==> src/hw/rtl/aht_pkg.sv <==
`timescale 1ns / 1ps

package aht_pkg;

  localparam int HISTORY_DEPTH = 1024;
  localparam int COORD_WIDTH   = 32;

  localparam int IDX_W   = 11;
  localparam int CNT_W   = $clog2(HISTORY_DEPTH + 1);
  localparam int HA_W    = (HISTORY_DEPTH > 1) ? $clog2(HISTORY_DEPTH) : 1;
  localparam int CMP_W   = (IDX_W > CNT_W) ? IDX_W : CNT_W;
  localparam int SHIFT_W = 64;

  localparam int QUEUE_DEPTH = 4;
  localparam int QA_W        = $clog2(QUEUE_DEPTH);
  localparam int QC_W        = $clog2(QUEUE_DEPTH + 1);

  // a00 bits 1:0, a01 bits 3:2, a10 bits 5:4, a11 bits 7:6
  localparam logic [7:0] IDENTITY_LIN = 8'h41;

  typedef enum logic [2:0] {
    OP_ROT_CW   = 3'd0,
    OP_ROT_CCW  = 3'd1,
    OP_MIRROR_X = 3'd2,
    OP_MIRROR_Y = 3'd3,
    OP_QUERY    = 3'd4
  } op_e;

  typedef enum logic {
    CMD_WRITE = 1'b0,
    CMD_QUERY = 1'b1
  } cmd_kind_e;

  typedef struct packed {
    cmd_kind_e           kind;
    logic [HA_W-1:0]     addr;
    logic [7:0]          lin;
    logic [SHIFT_W-1:0]  data_x;
    logic [SHIFT_W-1:0]  data_y;
    logic                index_error;
    logic                identity;
  } cmd_t;

  typedef struct packed {
    logic [7:0]          lin;
    logic [SHIFT_W-1:0]  sx;
    logic [SHIFT_W-1:0]  sy;
  } hist_t;

  function automatic logic [SHIFT_W-1:0] coord_ext(input logic [31:0] v);
    return SHIFT_W'(signed'(v[COORD_WIDTH-1:0]));
  endfunction

  // coefficient in {-1,0,1} times a wrapped value
  function automatic logic [SHIFT_W-1:0] scale(input logic [1:0] c,
                                               input logic [SHIFT_W-1:0] v);
    logic [SHIFT_W-1:0] r;
    case (c)
      2'b01:   r = v;
      2'b11:   r = SHIFT_W'(0) - v;
      default: r = '0;
    endcase
    return r;
  endfunction

endpackage

==> src/hw/rtl/aht_queue.sv <==
`timescale 1ns / 1ps

module aht_queue import aht_pkg::*; (
  input  logic clk_i,
  input  logic rst_ni,
  input  logic push_i,
  input  cmd_t cmd_i,
  output logic full_o,
  input  logic pop_i,
  output logic empty_o,
  output cmd_t cmd_o
);

  cmd_t            slot_q [QUEUE_DEPTH];
  logic [QA_W-1:0] wr_ptr_q, rd_ptr_q;
  logic [QC_W-1:0] cnt_q;
  logic            do_push, do_pop;

  assign full_o  = (cnt_q == QC_W'(QUEUE_DEPTH));
  assign empty_o = (cnt_q == '0);
  assign do_push = push_i && !full_o;
  assign do_pop  = pop_i && !empty_o;
  assign cmd_o   = slot_q[rd_ptr_q];

  always_ff @(posedge clk_i) begin
    if (do_push) begin
      slot_q[wr_ptr_q] <= cmd_i;
    end
  end

  always_ff @(posedge clk_i or negedge rst_ni) begin
    if (!rst_ni) begin
      wr_ptr_q <= '0;
      rd_ptr_q <= '0;
      cnt_q    <= '0;
    end else begin
      if (do_push) begin
        wr_ptr_q <= (wr_ptr_q == QA_W'(QUEUE_DEPTH - 1)) ? '0 : wr_ptr_q + 1'b1;
      end
      if (do_pop) begin
        rd_ptr_q <= (rd_ptr_q == QA_W'(QUEUE_DEPTH - 1)) ? '0 : rd_ptr_q + 1'b1;
      end
      case ({do_push, do_pop})
        2'b10:   cnt_q <= cnt_q + 1'b1;
        2'b01:   cnt_q <= cnt_q - 1'b1;
        default: cnt_q <= cnt_q;
      endcase
    end
  end

endmodule

==> config.mk <==
export PLATFORM = sky130hd
export DESIGN_NAME = aht_queue
export DESIGN_NICKNAME = d
export VERILOG_FILES = /design/src/hw/rtl/aht_pkg.sv /design/src/hw/rtl/aht_queue.sv
export SDC_FILE = /design/constraint.sdc
export NUM_CORES = 1
export LEC_CHECK = 0
export BUFFER_PORTS_ARGS = -buffer_cell sky130_fd_sc_hd__buf_2
export CORE_AREA = 5 5 192 194
export CTS_BUF_LIST = sky130_fd_sc_hd__clkbuf_4
export CTS_CLUSTER_SIZE = 40
export DETAILED_ROUTE_END_ITERATION = 8
export DIE_AREA = 0 0 197 199
export PLACE_DENSITY = 0.86
export SLEW_MARGIN = 0
export SYNTH_ARGS = -nofsm -noshare
export SYNTH_HDL_FRONTEND = slang
export SYNTH_SLANG_ARGS = --single-unit
==> constraint.sdc <==
create_clock -name clk_i -period 10.6 [get_ports clk_i]
set_input_delay 0.53 -clock clk_i [delete_from_list [all_inputs] [get_ports clk_i]]
set_output_delay 0.53 -clock clk_i [all_outputs]
set_load 0.05 [all_outputs]
Word level (Yosys, flattened, before mapping)
Memory sizes are Yosys's and may differ from the RTL's.
Cells that the tools add are included.
- register bits: 7
- RAM bits: 596
- output and inout port bits: 151
- word-level logic and storage cells: 24
- memories: 1
- add/sub/neg operators: 4
- equal/unequal tests: 5
- mux-type cells: 5
- reduce and logical (&&, ||, !) cells: 6
- memory list (memory ; depth ; width ; read ports ; clocked after memory_dff ; wr ports ; RTL line ; RTL):
    slot_q ; 4 ; 149 ; 1 ; 0 ; 1 ; aht_queue.sv:14 ; cmd_t slot_q [QUEUE_DEPTH];
- operators by type and width (cell ; count):
    == test 2 bit (second input constant) ; 3
    one-hot mux 3 bit (2 select lines) ; 1
    adder 2 x 1 -> 2 bit (second input constant) ; 2
    2-to-1 mux 2 bit ; 2
    adder 3 x 1 -> 3 bit (second input constant) ; 1
    == test 3 bit (second input constant) ; 1
    logical NOT 3 bit ; 1
    subtractor 3 x 1 -> 3 bit (second input constant) ; 1
    == test 2 x 1 -> 1 bit (second input constant) ; 1
    logical AND 1 bit ; 2
    logical NOT 1 bit ; 2
    2-to-1 mux 1 bit ; 2
    nonzero test 2 bit ; 1

Longest topological paths before layout
- depth after elaboration: 5
- gate-level depth with buffers: 9
- mapped depth without buffers: 9

Least setup slack after synthesis
OpenSTA, ideal clock, no wires.
- path type: register -> register
- start point: reg cnt_q[2]
- end point: mem slot_q[0][0] (netlist bit) (enable)
- library setup time: 0.526 ns
- arrival time: 4.508 ns
- data required time: 10.074 ns
- setup slack: 5.565 ns
- stages on the path, launching flop included: 4
- buffers on the path: 0
- cells stage by stage: dfrtp_1 > nor3b_1 > nor2b_1 > and2_1
- word-level cells in the longest chain between the ends: 5
- ends and longest elaborated chain (item ; RTL line ; RTL):
    from (decl) ; aht_queue.sv:16 ; logic [QC_W-1:0] cnt_q;
    from (signal assigned) ; aht_queue.sv:44 ; 2'b10: cnt_q <= cnt_q + 1'b1;
    from (signal assigned) ; aht_queue.sv:45 ; 2'b01: cnt_q <= cnt_q - 1'b1;
    from (signal assigned) ; aht_queue.sv:46 ; default: cnt_q <= cnt_q;
    == test 3 bit ; aht_queue.sv:19 ; assign full_o = (cnt_q == QC_W'(QUEUE_DEPTH));
    via full_o ; aht_queue.sv:8 ; output logic full_o,
    logical NOT 1 bit ; aht_queue.sv:21 ; assign do_push = push_i && !full_o;
    logical AND 1 bit ; aht_queue.sv:21 ;
    2-to-1 mux 1 bit ; aht_queue.sv:26 ; if (do_push) begin
    2-to-1 mux 1 bit (not written as such) ; aht_queue.sv:27 ; slot_q[wr_ptr_q] <= cmd_i;
    to (decl) ; aht_queue.sv:14 ;
The timed path passes the listed nets, and every way through them passes these cells.

==> summary.md <==
| Metric | Value |
|---|---|
| Slew @ Worst Pin | a little under 1000 ps |
| Placed Instances | around 1600 |
| Vias in the first global route | approximately 12000 |
| Sequential area share after synthesis | a little over 80% |
| Worst Path Max Fanout | 47 |
| Sink Count | about 600 |
| Data required, critical path | 10070 ps |
| Final setup vio count | 0 |
| Synth area leader | edfxtp_1 |
| Final cycle utilization of the critical path | between 40% and 50% |
| Final Hold Viols | 0 |
| DRT iter0 DRCs | between 700 and 800 |
| RSZ-0062 raised after global routing | false |
| Fin crit period | 4700 ps |
| Worst clock skew | roughly 37 ps |
| Number of port buffers | slightly above 300 |
| Die area | around 39000 um^2 |
| Final wirelength | between 40000 and 50000 um |
| Via/cell ratio | 5.71 |
| Flops & latches, synth | roughly 600 |
| Initial Util | between 60% and 70% |
| CP startpoint kind | flop |
| Power Total | between 8 and 9 mW |
| PwrDens | around 310 nW/um^2 |
| Area grow syn2layout | 24.0% |
| Via count | around 11000 |
| TritonCTS clock tree | done |
| GP Congestion | around 0.72 |
| Non-filler cells, final | ~2000 |
| Core area | 35100 um^2 |
| Fraction of layout cells with a size suffix above 1 | around 46% |
| Global route overflow | 0 |
| CP Capture Type | output pin |
| Max Root-Sink Buffers | 3 |
| Mean Syn Cell Area | between 20 and 30 um^2 |
| Max Clock Freq | ~210 MHz |
| Clock transition at the registers of the reported paths | approximately 60 ps |
| Maxcap violations | 0 |
| Die Y | slightly below 200 um |
| Post-CTS Setup Inserts | 0 |
| H-tree depth | 4 |
| Worst setup path class | reg -> out |
| Initial antenna violation count | 5 |
| Detailed Place HPWL | 25900 um |
| Largest net degree at the start of global routing | 67 |
| Die Wd | around 200 um |
| Hold WC Path Type | in -> async |
| Pins Over Slew Limit | 0 |
| Post-Synthesis Cell Area | between 20000 and 25000 um^2 |
| Yosys top cell area share | 81.6% |
| TritonCTS Buffers | roughly 140 |
| Slew headroom | a little over a third |
| DRT antenna net count | 0 |
| Cells after synthesis | 819 |
| Drt wl/cell | ~24 um |
| Syn Nets | 979 |
| Setup TNS | 0 ps |
| GRT Total Usage | between 20 and 25% |
| Placement row count | slightly below 70 |
| # IOs | between 300 and 400 |
| Pleak | approximately 9.6 nW |
| Skew-Pair Late Insertion Delay | 800 ps |
| Remaining DRCs | 0 |
| Worst ir drop on vdd | 0.273 mV |
| Ys Warns | 0 |
| Final net count | ~1600 |
| Status | complete, no violations |
| Crit path DAT | 4170 ps |
| Pre-Repair DR Iteration Count | 5 |
| Cell variety after synth | 19 |
| Clock Tree Root | clkbuf_4 |
| First-pass GRT wire length | 72800 um |
| Synth area leaders | edfxtp_1, mux4_2, dfrtp_1 |
-- flip-flops by register name, summed over array words and instances, names as in the netlist --
signal	flops
cnt_q	3
rd_ptr_q	2
slot_q	596
wr_ptr_q	2
-- cell families (layout without fill, tap and decap cells) --
family	after synthesis	in the layout	share of synthesized area, %
flip-flops	603	603	82.4
multiplexers	154	154	15.6
buffers and inverters	41	720	1.18
AND/OR/NAND/NOR	11	11	0.280
adder cells (fa/ha/maj)	7	7	0.434
XOR/XNOR	3	3	0.120
other	0	3	0
-- layer usage --
metal | vias up | wire [um] | GRT usage, %
li1 | 4791 | - | -
met1 | 5741 | 17400 | 32.1
met2 | 584 | 25100 | 41.9
met3 | 82 | 3940 | 6.89
met4 | 8 | 1100 | 8.78
met5 | - | 48 | 0
-- path summary, 6_finish.rpt --
check | to | start | slack, ps | cells past startpoint
min in group clk_i | rd_ptr_q[0] | pop_i | 200 | 3
min | cnt_q[2] | rst_ni | 130 | 2
max in group asynchronous | rd_ptr_q[1] | rst_ni | 10270 | 2
max | cmd_o[17] | rd_ptr_q[0] | 5900 | 4
min reg2reg | cnt_q[2] | cnt_q[2] | 500 | 1
max reg2reg | slot_q[2][97] | cnt_q[2] | 7620 | 4
-- layout by cell type, fill, tap and decap left out, drive strengths merged, types with 2 or more instances in the layout --
| master | instances |
|---|---|
| and2 | 4 |
| buf | 316 |
| dfrtp | 7 |
| xor2 | 2 |
| mux2 | 4 |
| diode | 3 |
| inv | 12 |
| nor2 | 3 |
| ha | 6 |
| clkinv | 30 |
| bufinv | 2 |
| edfxtp | 596 |
| mux4 | 149 |
| dlygate4sd3 | 150 |
| clkinvlp | 3 |
| clkbuf | 207 |
-- synth_stat cells, drive strengths merged --
library cell / number
nor2b: 1
clkbuf: 6
inv: 7
nand2b: 1
mux2i: 1
nor2: 3
xnor2: 1
mux4: 149
fa: 1
buf: 28
nor3b: 1
and2: 4
ha: 6
nor3: 1
xor2: 2
edfxtp: 596
dfrtp: 7
mux2: 4
-- layout make-up --
class | instances | area, um^2
clock buffers | 207 | 1550
repair buffers | 466 | 3120
diodes | 3 | 7.51
clock inverters | 40 | 218
fillers | 1780 | 7870
multi-input cells | 175 | 3600
flip-flops and latches | 603 | 18100
inverters | 7 | 26.3
well taps | 461 | 577
-- power breakdown --
part	switching, mW	internal [mW]
sequential	0.192	3.15
combinational	2.31	0.955
clock	0.866	0.945
-- through the flow --
step                      cell area (um^2)  hold slack (ps)  worst slack (ps)  utilization, %
after floorplan                      21900              234              5570               -
after detailed placement             23900              383              6600            68.2
after global routing                 27200             73.3              5420            77.5
final                                27200              126              5900            77.5
after global placement               23900              377              6570            68.2
after CTS                            27200             49.5              5700            77.5
-- critical path, cell delays in order, from the launching register on --
cell	delay, ps
dfrtp_4	830
buf_4	720
buf_4	840
mux4_2	630
buf_2	240
-- timing repair --
item	in CTS	in global routing
hold endpoints to repair	603	0
hold buffers	150	0
gates resized for setup	0	0
Note: power is estimated with default switching activity, not from simulation.
